<file path="src/design/nrvd_pkg.sv">
// ----------------------------------------------------------------------------
// nrvd_pkg
// Shared types and constants for the n-gram record varint decoder.
// ----------------------------------------------------------------------------
package nrvd_pkg;

    localparam int TOKEN_BITS   = 31;
    localparam int MAX_ORDER    = 15;
    localparam int FREQ_BITS    = 15;
    localparam int INDEX_BITS   = 4;
    localparam int PAYLOAD_BITS = 7;
    localparam int STATUS_BITS  = 3;
    localparam int OUT_DATA_BITS = 56;

    localparam logic [INDEX_BITS-1:0] MAX_ORDER_W = INDEX_BITS'(MAX_ORDER);

    typedef enum logic [1:0]
    {
        CMD_DATA    = 2'd0,
        CMD_SEG_END = 2'd1,
        CMD_RESTART = 2'd2,
        CMD_NONE    = 2'd3
    } cmd_t;

    typedef enum logic [1:0]
    {
        PH_FREQ    = 2'd0,
        PH_TOKENS  = 2'd1,
        PH_STOPPED = 2'd2,
        PH_HALTED  = 2'd3
    } phase_t;

    typedef enum logic [STATUS_BITS-1:0]
    {
        ST_TOKEN     = 3'd0,
        ST_LOW_FREQ  = 3'd1,
        ST_FREQ_OVF  = 3'd2,
        ST_TOKEN_OVF = 3'd3,
        ST_EARLY_END = 3'd4
    } status_t;

    typedef enum logic [1:0]
    {
        REG_FLOOR_FREQ = 2'd0,
        REG_MAX_FREQ   = 2'd1,
        REG_TOKENS_PER = 2'd2
    } reg_idx_t;

    typedef struct packed
    {
        status_t                 status;
        logic [FREQ_BITS-1:0]    record_freq;
        logic [TOKEN_BITS-1:0]   token_id;
        logic [INDEX_BITS-1:0]   token_index;
        logic                    last_token;
    } result_t;

endpackage

</file>
<file path="src/design/nrvd_out_skid.sv">
// ----------------------------------------------------------------------------
// nrvd_out_skid
// Output register plus one skid entry for decoded result beats.
// ----------------------------------------------------------------------------
module nrvd_out_skid
    import nrvd_pkg::*;
(
    input  logic    clk,
    input  logic    rst_n,
    input  logic    in_valid,
    input  result_t in_res,
    output logic    in_ready,
    output logic    out_valid,
    output result_t out_res,
    input  logic    out_ready
);

    logic    out_valid_reg;
    logic    skid_valid_reg;
    result_t out_res_reg;
    result_t skid_res_reg;
    logic    out_load;

    // a result only arrives on an accepted beat, so never while skid is full
    assign in_ready  = !skid_valid_reg;
    assign out_load  = !out_valid_reg || out_ready;
    assign out_valid = out_valid_reg;
    assign out_res   = out_res_reg;

    always_ff @(posedge clk or negedge rst_n)
    begin
        if (!rst_n)
        begin
            out_valid_reg  <= 1'b0;
            skid_valid_reg <= 1'b0;
        end
        else if (out_load)
        begin
            out_valid_reg  <= skid_valid_reg || in_valid;
            skid_valid_reg <= 1'b0;
        end
        else if (in_valid)
        begin
            skid_valid_reg <= 1'b1;
        end
    end

    always_ff @(posedge clk)
    begin
        if (out_load)
        begin
            out_res_reg <= skid_valid_reg ? skid_res_reg : in_res;
        end
        else if (in_valid)
        begin
            skid_res_reg <= in_res;
        end
    end

endmodule

</file>
<file path="src/design/ngram_record_varint_decoder.sv">
// ----------------------------------------------------------------------------
// ngram_record_varint_decoder
// Decodes a varint byte stream of n-gram records into per-token beats.
// ----------------------------------------------------------------------------
//
//  channel  | dir | handshake                     | payload
//  ---------+-----+-------------------------------+------------------------------
//  s_axis   | in  | s_axis_tvalid / s_axis_tready | tuser: cmd, tdata: data_byte
//  m_axis   | out | m_axis_tvalid / m_axis_tready | tuser: status, tlast: last,
//           |     |                               | tdata: freq, token, index
//  cfg      | in  | cfg_we (no wait)              | cfg_index, cfg_data
//
// One input beat per cycle while s_axis_tready is high. Each beat is decoded
// in the cycle it is accepted: the accumulators shift in seven payload bits
// and compares decide the result, which is registered in the output or skid entry.
// The output register plus a skid entry let input keep flowing while a result
// waits; s_axis_tready drops only when both hold a result.
// Reset clears the decoder state and loads a frequency floor of 1, max_freq
// 32767 and one token per record.
module ngram_record_varint_decoder
    import nrvd_pkg::*;
(
    input  logic                     clk,
    input  logic                     rst_n,

    input  logic                     s_axis_tvalid,
    output logic                     s_axis_tready,
    input  logic [7:0]               s_axis_tdata,   // [7:0] data_byte
    input  logic [1:0]               s_axis_tuser,   // [1:0] cmd

    output logic                     m_axis_tvalid,
    input  logic                     m_axis_tready,
    output logic [OUT_DATA_BITS-1:0] m_axis_tdata,   // [14:0] record_freq,
                                                     // [45:15] token_id,
                                                     // [49:46] token_index, zero pad
    output logic [STATUS_BITS-1:0]   m_axis_tuser,   // [2:0] status
    output logic                     m_axis_tlast,   // last_token

    input  logic                     cfg_we,
    input  logic [1:0]               cfg_index,
    input  logic [FREQ_BITS-1:0]     cfg_data
);

    localparam int FREQ_WIDE = FREQ_BITS + PAYLOAD_BITS;

    // configuration registers
    logic [FREQ_BITS-1:0]  floor_freq_reg;
    logic [FREQ_BITS-1:0]  max_freq_reg;
    logic [INDEX_BITS-1:0] tokens_per_reg;

    // decoder state; the frequency accumulator is only loaded with values not above max_freq
    phase_t                phase_reg,       phase_next;
    logic [FREQ_BITS-1:0]  freq_accum_reg,  freq_accum_next;
    logic [FREQ_BITS-1:0]  held_freq_reg,   held_freq_next;
    logic [TOKEN_BITS-1:0] token_accum_reg, token_accum_next;
    logic [INDEX_BITS-1:0] tokens_done_reg, tokens_done_next;

    logic                  accept;
    cmd_t                  cmd;
    logic [PAYLOAD_BITS-1:0] payload;
    logic                  more;
    logic [FREQ_WIDE-1:0]  freq_shift;
    logic [TOKEN_BITS-1:0] token_shift;
    logic [INDEX_BITS-1:0] record_len;
    logic                  is_last;
    logic                  res_valid;
    result_t               res;
    result_t               out_res;

    assign accept      = s_axis_tvalid && s_axis_tready;
    assign cmd         = cmd_t'(s_axis_tuser);
    assign payload     = s_axis_tdata[PAYLOAD_BITS-1:0];
    assign more        = s_axis_tdata[7];
    assign freq_shift  = {freq_accum_reg, payload};
    assign token_shift = {token_accum_reg[TOKEN_BITS-PAYLOAD_BITS-1:0], payload};

    // a zero record length acts as one; the 4-bit field cannot exceed the max order
    assign record_len = (tokens_per_reg == '0) ? INDEX_BITS'(1) :
                        (tokens_per_reg > MAX_ORDER_W) ? MAX_ORDER_W : tokens_per_reg;
    assign is_last    = ({1'b0, tokens_done_reg} + 5'd1) >= {1'b0, record_len};

    always_ff @(posedge clk or negedge rst_n)
    begin
        if (!rst_n)
        begin
            floor_freq_reg <= FREQ_BITS'(1);
            max_freq_reg   <= '1;
            tokens_per_reg <= INDEX_BITS'(1);
        end
        else if (cfg_we)
        begin
            case (reg_idx_t'(cfg_index))
                REG_FLOOR_FREQ: floor_freq_reg <= cfg_data;
                REG_MAX_FREQ:   max_freq_reg   <= cfg_data;
                REG_TOKENS_PER: tokens_per_reg <= cfg_data[INDEX_BITS-1:0];
                default:        ;
            endcase
        end
    end

    always_ff @(posedge clk or negedge rst_n)
    begin
        if (!rst_n)
        begin
            phase_reg       <= PH_FREQ;
            freq_accum_reg  <= '0;
            held_freq_reg   <= '0;
            token_accum_reg <= '0;
            tokens_done_reg <= '0;
        end
        else
        begin
            phase_reg       <= phase_next;
            freq_accum_reg  <= freq_accum_next;
            held_freq_reg   <= held_freq_next;
            token_accum_reg <= token_accum_next;
            tokens_done_reg <= tokens_done_next;
        end
    end

    always_comb
    begin
        phase_next       = phase_reg;
        freq_accum_next  = freq_accum_reg;
        held_freq_next   = held_freq_reg;
        token_accum_next = token_accum_reg;
        tokens_done_next = tokens_done_reg;
        res_valid        = 1'b0;
        res              = '0;

        if (accept)
        begin
            case (cmd)
                CMD_RESTART:
                begin
                    // clear everything but the configuration
                    phase_next       = PH_FREQ;
                    freq_accum_next  = '0;
                    held_freq_next   = '0;
                    token_accum_next = '0;
                    tokens_done_next = '0;
                end

                CMD_SEG_END:
                begin
                    case (phase_reg)
                        PH_FREQ:
                        begin
                            // a segment may end cleanly between records
                            if (freq_accum_reg != '0)
                            begin
                                phase_next = PH_HALTED;
                                res_valid  = 1'b1;
                                res.status = ST_EARLY_END;
                            end
                        end
                        PH_TOKENS:
                        begin
                            phase_next      = PH_HALTED;
                            res_valid       = 1'b1;
                            res.status      = ST_EARLY_END;
                            res.record_freq = held_freq_reg;
                        end
                        default: ;
                    endcase
                end

                CMD_DATA:
                begin
                    case (phase_reg)
                        PH_FREQ:
                        begin
                            if (freq_shift > {{PAYLOAD_BITS{1'b0}}, max_freq_reg})
                            begin
                                phase_next = PH_HALTED;
                                res_valid  = 1'b1;
                                res.status = ST_FREQ_OVF;
                            end
                            else if (more)
                            begin
                                freq_accum_next = freq_shift[FREQ_BITS-1:0];
                            end
                            else
                            begin
                                // frequency complete: hold it for the tokens
                                held_freq_next  = freq_shift[FREQ_BITS-1:0];
                                freq_accum_next = '0;
                                if (freq_shift[FREQ_BITS-1:0] < floor_freq_reg)
                                begin
                                    phase_next      = PH_STOPPED;
                                    res_valid       = 1'b1;
                                    res.status      = ST_LOW_FREQ;
                                    res.record_freq = freq_shift[FREQ_BITS-1:0];
                                end
                                else
                                begin
                                    phase_next       = PH_TOKENS;
                                    tokens_done_next = '0;
                                    token_accum_next = '0;
                                end
                            end
                        end

                        PH_TOKENS:
                        begin
                            // any of the top seven bits set means this byte's shift would overflow
                            if (token_accum_reg[TOKEN_BITS-1:TOKEN_BITS-PAYLOAD_BITS] != '0)
                            begin
                                phase_next      = PH_HALTED;
                                res_valid       = 1'b1;
                                res.status      = ST_TOKEN_OVF;
                                res.record_freq = held_freq_reg;
                            end
                            else if (more)
                            begin
                                token_accum_next = token_shift;
                            end
                            else
                            begin
                                res_valid        = 1'b1;
                                res.status       = ST_TOKEN;
                                res.record_freq  = held_freq_reg;
                                res.token_id     = token_shift;
                                res.token_index  = tokens_done_reg;
                                res.last_token   = is_last;
                                token_accum_next = '0;
                                if (is_last)
                                begin
                                    tokens_done_next = '0;
                                    phase_next       = PH_FREQ;
                                end
                                else
                                begin
                                    tokens_done_next = tokens_done_reg + INDEX_BITS'(1);
                                end
                            end
                        end

                        // stopped or halted: drop the byte
                        default: ;
                    endcase
                end

                default: ;
            endcase
        end
    end

    nrvd_out_skid u_out_skid
    (
        .clk       (clk),
        .rst_n     (rst_n),
        .in_valid  (res_valid),
        .in_res    (res),
        .in_ready  (s_axis_tready),
        .out_valid (m_axis_tvalid),
        .out_res   (out_res),
        .out_ready (m_axis_tready)
    );

    assign m_axis_tuser = out_res.status;
    assign m_axis_tlast = out_res.last_token;
    assign m_axis_tdata = {
        {(OUT_DATA_BITS - FREQ_BITS - TOKEN_BITS - INDEX_BITS){1'b0}},
        out_res.token_index,
        out_res.token_id,
        out_res.record_freq
    };

endmodule
</file>
<file path="config.mk">
export PLATFORM = sky130hd
export DESIGN_NAME = ngram_record_varint_decoder
export DESIGN_NICKNAME = d
export VERILOG_FILES = /design/src/design/nrvd_pkg.sv /design/src/design/nrvd_out_skid.sv /design/src/design/ngram_record_varint_decoder.sv
export SDC_FILE = /design/constraint.sdc
export NUM_CORES = 1
export LEC_CHECK = 0
export ABC_CLOCK_PERIOD_IN_PS = 12550
export BUFFER_PORTS_ARGS = -buffer_cell sky130_fd_sc_hd__buf_2
export CAP_MARGIN = 20
export CORE_MARGIN = 2
export CORE_UTILIZATION = 55
export CTS_CLUSTER_DIAMETER = 150
export CTS_CLUSTER_SIZE = 14
export DETAILED_ROUTE_END_ITERATION = 8
export HOLD_SLACK_MARGIN = 0.03
export PLACE_DENSITY = 0.85
export SETUP_SLACK_MARGIN = 0.05
export SLEW_MARGIN = 30
export SYNTH_ARGS = -nofsm -noshare
export SYNTH_HDL_FRONTEND = slang
export SYNTH_SLANG_ARGS = --single-unit
</file>
<file path="constraint.sdc">
create_clock -name clk -period 12.55 [get_ports clk]
set_input_delay 1.8825 -clock clk [delete_from_list [all_inputs] [get_ports clk]]
set_output_delay 1.8825 -clock clk [all_outputs]
set_load 0.01 [all_outputs]
</file>
==> results of run 1 <==
## report_power, final
group / leakage, nW / total (mW) / internal, mW / switching (mW)
logic: 2.22 / 0.311 / 0.112 / 0.198
registers: 2.51 / 0.874 / 0.822 / 0.0518
clock network: 0.261 / 0.530 / 0.287 / 0.243
## per-stage QoR
step,power [mW],setup slack (ns)
after floorplan,1.09,4.89
after global placement,1.18,7.86
after detailed placement,1.19,7.81
after CTS,1.72,8.29
after global routing,1.80,8.07
final,1.71,8.29
## worst max-delay path by stage
stage                                             to  slack [ns]  cells past startpoint             from
3_5_place_dp   u_out_skid.skid_res_reg[23]$_DFFE_PP_        7.81                     10  s_axis_tdata[5]
6_report       u_out_skid.skid_res_reg[30]$_DFFE_PP_        8.29                     10  s_axis_tdata[4]
4_1_cts              u_out_skid.out_res[2]$_DFFE_PN_        8.29                      6  s_axis_tuser[1]
2_1_floorplan   u_out_skid.skid_res_reg[0]$_DFFE_PP_        4.89                      2    m_axis_tready
3_3_place_gp         u_out_skid.out_res[2]$_DFFE_PN_        7.86                      6  s_axis_tuser[1]
5_1_grt        u_out_skid.skid_res_reg[34]$_DFFE_PP_        8.07                     10  s_axis_tdata[6]
## synthesized netlist by cell type (20+ instances only)
| master | number | area share |
|---|---|---|
| a21o_1 | 43 | 0.033 |
| a22oi_1 | 31 | 0.024 |
| clkbuf_1 | 27 | 0.010 |
| dfrtp_1 | 86 | 0.22 |
| edfxtp_1 | 108 | 0.33 |
| ha_1 | 34 | 0.044 |
| inv_1 | 71 | 0.028 |
| mux2_2 | 20 | 0.023 |
| nand2_1 | 82 | 0.032 |
| nand3_1 | 40 | 0.021 |
| nor2_1 | 24 | 0.0093 |
| nor4_1 | 28 | 0.018 |
| o21ai_0 | 43 | 0.022 |
| o21ai_1 | 33 | 0.017 |
## kinds of logic (layout without fill, tap and decap cells)
group                      after synthesis  after routing  share of synthesized area
AOI/OAI and AO/OA                      209            209                      0.146
xor gates and xnor gates                 2              2                    0.00181
adders and majority gates               34             34                     0.0439
buffers and inverters                  126            204                     0.0588
DFF                                    211            211                      0.603
muxes                                   20             20                     0.0233
other                                    1              6                   0.000387
and+or+nand+nor                        234            234                      0.123
## cell type report
class	instances	area (µm²)	share of cell area
well taps	225	282	0.0261
inverters	71	267	0.0247
repair buffers	99	528	0.0489
flip-flops and latches	211	5840	0.542
clock buffers	32	524	0.0486
clock inverters	2	25.0	0.00232
multi-input cells	505	3320	0.308
## layer usage
| layer | wire length (µm) | part of all wire |
|---|---|---|
| met1 | 9320 | 0.45 |
| met3 | 1730 | 0.083 |
| met4 | 348 | 0.017 |
| met5 | 0 | 0 |
| met2 | 9470 | 0.45 |
## worst max-delay path, cell delays in order
cell	delay, ns
buf_2	0.18
ha_1	0.34
and4_1	0.22
o21ai_0	0.09
a311o_1	0.42
a21o_1	0.24
o21ai_0	0.14
a21oi_1	0.12
nor3_2	0.11
buf_4	0.61
==> results.txt, run 1 <==
Outcome: completed
Synth-to-Final Area Change: 11.4%
Most common cell after layout, fill and taps aside: edfxtp_1
Cells on worst reg2reg path: 10
Via density: 5.86
Largest net degree at the start of global routing: 65
Setup_tns: 0 ns
1st-pass router iterations: 5
M3 GR Usage: 0.0370
Hold crit path type: reg2reg
Leakage power: 4.98 nW
M1 GR Usage: 0.337
Synthesized cell area: 9690 µm²
CTS Root Cell: clkbuf_16
CP Class: in2reg
# port buffers: 87
Clk sinks: 211
Clock transition at path regs: 0.06 ns
Worst VDD drop: 132 µV
Hold slack: 0.494 ns
Skew-Pair Late Insertion Delay: 0.49 ns
Vias in the first global route: 6476
Final Hold Fails: 0
Maxcap violations: 0
Commonest non-fill, non-tap cells in the layout: edfxtp_1, buf_2, dfrtp_1
DRT Wirelength: 20.9 mm
EDFF count, synth: 108
Fillers: 1313
PostCTS Resize Cnt: 0
DP Area: 10200 µm²
Initial Util: 0.562
Vias after detailed routing: 6711
# setup viols final: 0
Max clock buf depth: 3
Sequential share of the synthesized area: 0.603
Core ar.: 17200 µm²
Post-synth ARST share: 0.488
Die Y: 137 µm
Initial antenna violation count: 0
Critical Path Sink Type: flop
CTS Hold Bufs: 0
Final instance area: 10800 µm²
Worst hold start: freq_accum_reg[13]$_DFFE_PN0P_
Min-Delay Path Depth: 2
Drt wl/cell: 18.2 µm
Gr ovfl total: 0
Util after Layout: 0.626
Synth cell types: 59
Placed wire-length estimate: 13.7 mm
Non-Filler Instances: 1145
Post-Syn Instances: 837
Worst Path Arrival: 4.38 ns
Startpoint Class: input port
Pwr/cell area: 159 nW/µm²
Setup Fix Bufs, Post-CTS: 0
NumNets Final: 973
Worst slew margin: 0.417
DRT antenna net count: 0
Layer with the highest usage: met2
Worst endpoint required time: 12.67 ns
Average cell area after synthesis: 11.6 µm²
Max Freq: 235 MHz
Placer congestion estimate: 0.967
Clock skew: 0.0150 ns
First-pass GRT wire length: 33.6 mm
Placed insts: 1111
Final Slew Violations: 0
CTS tree: yes
Critical-path maximum fanout: 54
Met2 Usage GRT: 0.356
IO Pins: 94
Ys flop type: edfxtp_1
Final worst path period need: 4.26 ns
H-tree levels: 1
Drt drc: 0
Reg2reg end: u_out_skid.skid_res_reg[30]$_DFFE_PP_
FF-to-FF setup slack: 9.23 ns
Placement row count: 48
Period utilization: 0.339
Die Area: 18700 µm²
Synth warn: 0
Initial drt markers: 667
# diodes: 0
Worst slew pin tran: 0.874 ns
Fraction of layout cells with a size suffix above 1: 0.190
Gr usage total: 0.228
RR Startpoint: max_freq_reg[13]$_DFFE_PN1P_
Register bit total from synthesis: 211
Hold Crit Endpoint: freq_accum_reg[13]$_DFFE_PN0P_
Inserted Clock Buffers: 19
Die Width: 137 µm
RSZ-0062 raised after global routing: false
Power figures use the tool's default switching activity.
==> run 2: changes to the inputs <==
Settings changed: ABC_CLOCK_PERIOD_IN_PS 12550 to 3690, CORE_UTILIZATION 55 to 54, PLACE_DENSITY 0.85 to 0.87.
Clock period 12.55 ns to 3.69 ns, I/O delays scaled along.
==> results.txt, run 2 (same netlist as run 1, synthesis figures left out) <==
Clk sinks: 211 (unchanged)
Non-Filler Instances: 1156 (+0.96%)
Power, Total: 5.88 mW (+240%)
Worst endpoint required time: 4.03 ns (-8.64 ns)
H-tree levels: 1 (unchanged)
Drt drc: 0 (unchanged)
DP Area: 10300 µm² (+1.1%)
Worst slew margin: 0.409 (-0.00812)
DRT Wirelength: 22.1 mm (+5.8%)
Worst VDD drop: 344 µV (+160%)
# diodes: 0 (unchanged)
# port buffers: 87 (unchanged)
Via density: 6.09 (+3.8%)
Initial drt markers: 684 (+2.5%)
Vias in the first global route: 6839 (+5.6%)
First-pass GRT wire length: 35.1 mm (+4.7%)
Drt wl/cell: 19.1 µm (+4.8%)
CP Class: reg2reg
IO Pins: 94 (unchanged)
Skew-Pair Late Insertion Delay: 0.49 ns (about the same)
Crit-path cells: inv_1 -> ha_1 -> and3_1 -> a22o_1 -> a2111oi_4 -> a21oi_4 -> nor3_4 -> a22oi_1 -> nor2_1
DRT antenna net count: 0 (unchanged)
Worst path top cell family by delay: simple AND/OR/NAND/NOR gates
Initial antenna violation count: 0 (unchanged)
Leakage power: 5.05 nW (+1.4%)
Gr usage total: 0.236 (+0.00777)
Pwr/cell area: 540 nW/µm² (+240%)
Outcome: completed
Slowest-stage cell, CP: nor3_4
Worst slew pin tran: 0.884 ns (+0.00980 ns)
Initial Util: 0.556 (-0.00581)
Crit path buf inv count: 1 (-1)
Max clock buf depth: 3 (unchanged)
RSZ-0062 raised after global routing: false
PostCTS Resize Cnt: 0 (unchanged)
Commonest non-fill, non-tap cells in the layout: edfxtp_1, dfrtp_1, buf_2
Final instance area: 10900 µm² (+1.0%)
Critical-path maximum fanout: 21 (-61%)
Placer congestion estimate: 0.898 (-7.2%)
Slowest stage delay, CP: 0.74 ns (+0.13 ns)
Util after Layout: 0.626 (about the same)
# setup viols final: 0 (unchanged)
Placed wire-length estimate: 14.8 mm (+8.0%)
Period utilization: 0.873
Fraction of layout cells with a size suffix above 1: 0.200 (+0.00957)
Final worst path period need: 3.22 ns
Core ar.: 17400 µm² (+1.0%)
CTS Hold Bufs: 0 (unchanged)
Setup WS post-layout: 0.468 ns (-7.82 ns)
1st-pass router iterations: 5 (unchanged)
Synth-to-Final Area Change: 12.6%
Clock skew: 0.0237 ns (+0.00873 ns)
CTS tree: yes
Die Area: 19000 µm² (+1.8%)
Inserted Clock Buffers: 19 (unchanged)
Setup Fix Bufs, Post-CTS: 0 (unchanged)
Startpoint Class: flop
Die Y: 138 µm (+0.90%)
Placed insts: 1122 (+0.99%)
Pre-CTS WS: 0.584 ns (-7.23 ns)
Setup_tns: 0 ns (unchanged)
Vias after detailed routing: 7035 (+4.8%)
CTS Root Cell: clkbuf_16
Placement row count: 48 (unchanged)
Clock transition at path regs: 0.07 ns (about the same)
Most common cell after layout, fill and taps aside: edfxtp_1
Max Freq: 310 MHz
Critical Path Sink Type: flop
Final Slew Violations: 0 (unchanged)
NumNets Final: 984 (+1.1%)
Hold crit path type: in2async
Die Width: 138 µm (+0.90%)
Hold slack: 0.0764 ns (-0.418 ns)
Gr ovfl total: 0 (unchanged)
Worst Path Arrival: 3.56 ns (-0.82 ns)
Fillers: 1280 (-2.5%)
Final Hold Fails: 0 (unchanged)
Maxcap violations: 0 (unchanged)
Largest net degree at the start of global routing: 85 (+31%)
run 2: final timing paths:
path                                                 from                                     to  slack (ns)  cells past startpoint
hold reg to reg            freq_accum_reg[12]$_DFFE_PN0P_         freq_accum_reg[12]$_DFFE_PN0P_        0.51                      2
hold / removal                                      rst_n           held_freq_reg[5]$_DFFE_PN0P_        0.08                      1
setup / recovery             max_freq_reg[13]$_DFFE_PN1P_  u_out_skid.skid_res_reg[45]$_DFFE_PP_        0.47                      9
max in group asynchronous                           rst_n        token_accum_reg[18]$_DFFE_PN0P_        2.76                      2
setup reg to reg             max_freq_reg[13]$_DFFE_PN1P_  u_out_skid.skid_res_reg[45]$_DFFE_PP_        0.47                      9
min in group clk                             cfg_data[10]         floor_freq_reg[10]$_DFFE_PN0P_        0.28                      3
run 2: final cells by class:
class	instances	area, µm²	area share
clock buffers	32	524	0.0481
clock inverters	2	25.0	0.00230
inverters	71	267	0.0244
multi-input cells	505	3340	0.306
flip-flops and latches	211	5840	0.536
well taps	225	282	0.0258
repair buffers	110	627	0.0575
run 2: per-layer routing:
layer | track usage | share of wire | up-vias
li1 | - | - | 3179
met4 | 0.0669 | 0.017 | 0
met3 | 0.0537 | 0.095 | 45
met1 | 0.327 | 0.41 | 3447
met2 | 0.377 | 0.48 | 364
met5 | 0 | 0 | -
run 2: worst register-to-register path: stages, from the launching register on:
cell       delay, ns
dfstp_2         0.54
inv_1           0.04
ha_1            0.30
and3_1          0.22
a22o_1          0.27
a2111oi_4       0.42
a21oi_4         0.16
nor3_4          0.74
a22oi_1         0.20
nor2_1          0.18
run 2: report_power, final:
part	switching [mW]	total (mW)	leakage [nW]	internal (mW)
Clock	0.833	1.81	0.261	0.978
Combinational	0.718	1.12	2.28	0.400
Sequential	0.159	2.95	2.51	2.79
Total	1.71	5.88	5.05	4.17
==> run 3: changes to the inputs <==
Settings changed: ABC_CLOCK_PERIOD_IN_PS 3690 to 4100, CORE_UTILIZATION 54 to 55, PLACE_DENSITY 0.87 to 0.85.
Clock period 3.69 ns to 4.1 ns, I/O delays scaled along.
==> results.txt, run 3 (same netlist as run 1, synthesis figures left out) <==
Crit path buf inv count: 1 (unchanged)
IO Pins: 94 (unchanged)
Synth-to-Final Area Change: 12.0%
DRT Wirelength: 20.9 mm (-5.2%)
Worst path top cell family by delay: compound AO/OA/AOI/OAI gates
Final worst path period need: 3.26 ns (+0.0397 ns)
Initial Util: 0.562 (+0.00581)
H-tree levels: 1 (unchanged)
P_int: 3.75 mW (-10%)
DP Area: 10300 µm² (-0.54%)
PostCTS Resize Cnt: 0 (unchanged)
Drt drc: 0 (unchanged)
FF-to-FF setup slack: 0.84 ns (+0.37 ns)
Fraction of layout cells with a size suffix above 1: 0.193 (-0.00714)
# diodes: 0 (unchanged)
Startpoint Class: flop
Cells on worst reg2reg path: 9 (unchanged)
Storage element area: 5840 µm² (about the same)
CP Class: reg2reg
Die Y: 137 µm (-0.89%)
Inserted Clock Buffers: 19 (unchanged)
Worst endpoint required time: 4.51 ns (+0.48 ns)
Seq pwr share: 0.505 (+0.003)
Vias after detailed routing: 6896 (-2.0%)
1st-pass router iterations: 5 (unchanged)
Setup_tns: 0 ns (unchanged)
Crit-path cells: ha_1 -> and3_1 -> a22o_1 -> a2111oi_4 -> a21o_1 -> a31o_2 -> buf_4 -> nand3_1 -> o21ai_1
Most common cell after layout, fill and taps aside: edfxtp_1
Hold crit path type: in2async
Skew-Pair Late Insertion Delay: 0.49 ns (about the same)
Vias in the first global route: 6471 (-5.4%)
NumNets Final: 977 (-0.71%)
Die Area: 18700 µm² (-1.8%)
Die Width: 137 µm (-0.89%)
Maxcap violations: 0 (unchanged)
Placed insts: 1115 (-0.62%)
Final instance area: 10800 µm² (-0.52%)
Period utilization: 0.795 (-0.0776)
# port buffers: 87 (unchanged)
Clock transition at path regs: 0.07 ns (about the same)
CTS tree: yes
DRT antenna net count: 0 (unchanged)
Max clock buf depth: 3 (unchanged)
Worst slew pin tran: 0.901 ns (+0.0170 ns)
Comb pwr share: 0.185 (-0.005)
Gr ovfl total: 0 (unchanged)
Critical-path maximum fanout: 33 (+57%)
Multi-input gate area: 3320 µm² (-0.41%)
RSZ-0062 raised after global routing: false
Slowest-stage cell, CP: a31o_2
Core ar.: 17200 µm² (-1.0%)
CTS Root Cell: clkbuf_16
Leakage power: 5.02 nW (-0.76%)
Commonest non-fill, non-tap cells in the layout: edfxtp_1, buf_2, dfrtp_1
Reg2reg end: token_accum_reg[29]$_DFFE_PN0P_
CTS Hold Bufs: 0 (unchanged)
Placement row count: 48 (unchanged)
Worst slew margin: 0.399 (-0.00979)
Setup Fix Bufs, Post-CTS: 0 (unchanged)
Initial drt markers: 817 (+19%)
Placed wire-length estimate: 14.0 mm (-4.9%)
Hold slack: 0.112 ns (+0.0356 ns)
Outcome: completed
Placer congestion estimate: 0.934 (+4.0%)
Final Slew Violations: 0 (unchanged)
Non-Filler Instances: 1149 (-0.61%)
Clock skew: 0.0204 ns (-0.00337 ns)
Sw power: 1.52 mW (-11%)
Largest net degree at the start of global routing: 58 (-32%)
Worst VDD drop: 392 µV (+14%)
Initial antenna violation count: 0 (unchanged)
Drt wl/cell: 18.2 µm (-4.6%)
First-pass GRT wire length: 33.6 mm (-4.3%)
Via density: 6.00 (-1.4%)
Pwr/cell area: 486 nW/µm² (-10%)
Max Freq: 307 MHz (-1.2%)
# setup viols final: 0 (unchanged)
Gr usage total: 0.229 (-0.00729)
Clk pwr share: 0.310 (+0.002)
Worst Path Arrival: 3.67 ns (+0.11 ns)
RR Startpoint: freq_accum_reg[5]$_DFFE_PN0P_
Switch share: 0.289 (-0.00186)
Clk sinks: 211 (unchanged)
Critical Path Sink Type: flop
Fillers: 1295 (+1.2%)
Slowest stage delay, CP: 0.63 ns (-0.11 ns)
Final Hold Fails: 0 (unchanged)
run 3: changes by cell type in the layout (fill, tap and decap cells not counted):
cell and delta:
buf_6 -1, nor3_2 +1, nor3_4 -1, o21ai_0 +1
buf_4 -7, a21oi_1 +1, buf_12 +1, dfrtp_2 +1
o21ai_2 -1, a21oi_2 -1, dfrtp_1 -1
run 3: power groups by stage:
| stage | registers (mW) | logic, mW | clock network [mW] |
|---|---|---|---|
| global placement | 2.69 | 0.929 | 0 |
| global route | 2.68 | 1.08 | 1.73 |
| CTS | 2.66 | 0.973 | 1.66 |
| finish | 2.66 | 0.973 | 1.64 |
| floorplan | 2.72 | 0.607 | 0 |
| detailed placement | 2.70 | 0.964 | 0 |
run 3: how the worst max path moves through the flow:
stage / from / end / slack (ns) / depth (start not counted)
final: freq_accum_reg[5]$_DFFE_PN0P_ / token_accum_reg[29]$_DFFE_PN0P_ / 0.84 / 9
after CTS: max_freq_reg[14]$_DFFE_PN1P_ / token_accum_reg[29]$_DFFE_PN0P_ / 0.87 / 10
after global routing: freq_accum_reg[1]$_DFFE_PN0P_ / token_accum_reg[29]$_DFFE_PN0P_ / 0.60 / 9
after detailed placement: s_axis_tdata[6] / token_accum_reg[29]$_DFFE_PN0P_ / 0.73 / 10
after floorplan: s_axis_tdata[4] / u_out_skid.skid_res_reg[0]$_DFFE_PP_ / 0.33 / 8
after global placement: s_axis_tdata[6] / token_accum_reg[23]$_DFFE_PN0P_ / 0.82 / 10
run 3: cell type report:
type,instances,area share
clock buffer,32,0.0483
clock inverter,2,0.00231
timing repair buffer,103,0.0538
tap,225,0.0260
sequential,211,0.539
multi-input combinational,505,0.306
inverter,71,0.0246
run 3: worst register-to-register path: cells and delay by family, from the launching register on:
kind	cells	cell delay (ns)
AOI/OAI and AO/OA	5	1.71
DFF	1	0.59
adders and majority gates	1	0.32
buffers and inverters	1	0.30
and+or+nand+nor	2	0.28
run 3: metrics by stage:
step           worst slack, ns   util  total power, mW
2_1_floorplan            0.335      -             3.33
3_3_place_gp             0.816  0.597             3.62
3_5_place_dp             0.727  0.597             3.66
4_1_cts                  0.870  0.629             5.29
5_1_grt                  0.597  0.629             5.49
6_report                 0.839  0.629             5.27
run 3: metal layers:
layer  track usage  up-vias  wire (µm)
li1              -     3171          -
met1         0.340     3378       9100
met2         0.347      298       9640
met3        0.0359       49       1650
met4        0.0747        0        546
met5             0        -          0
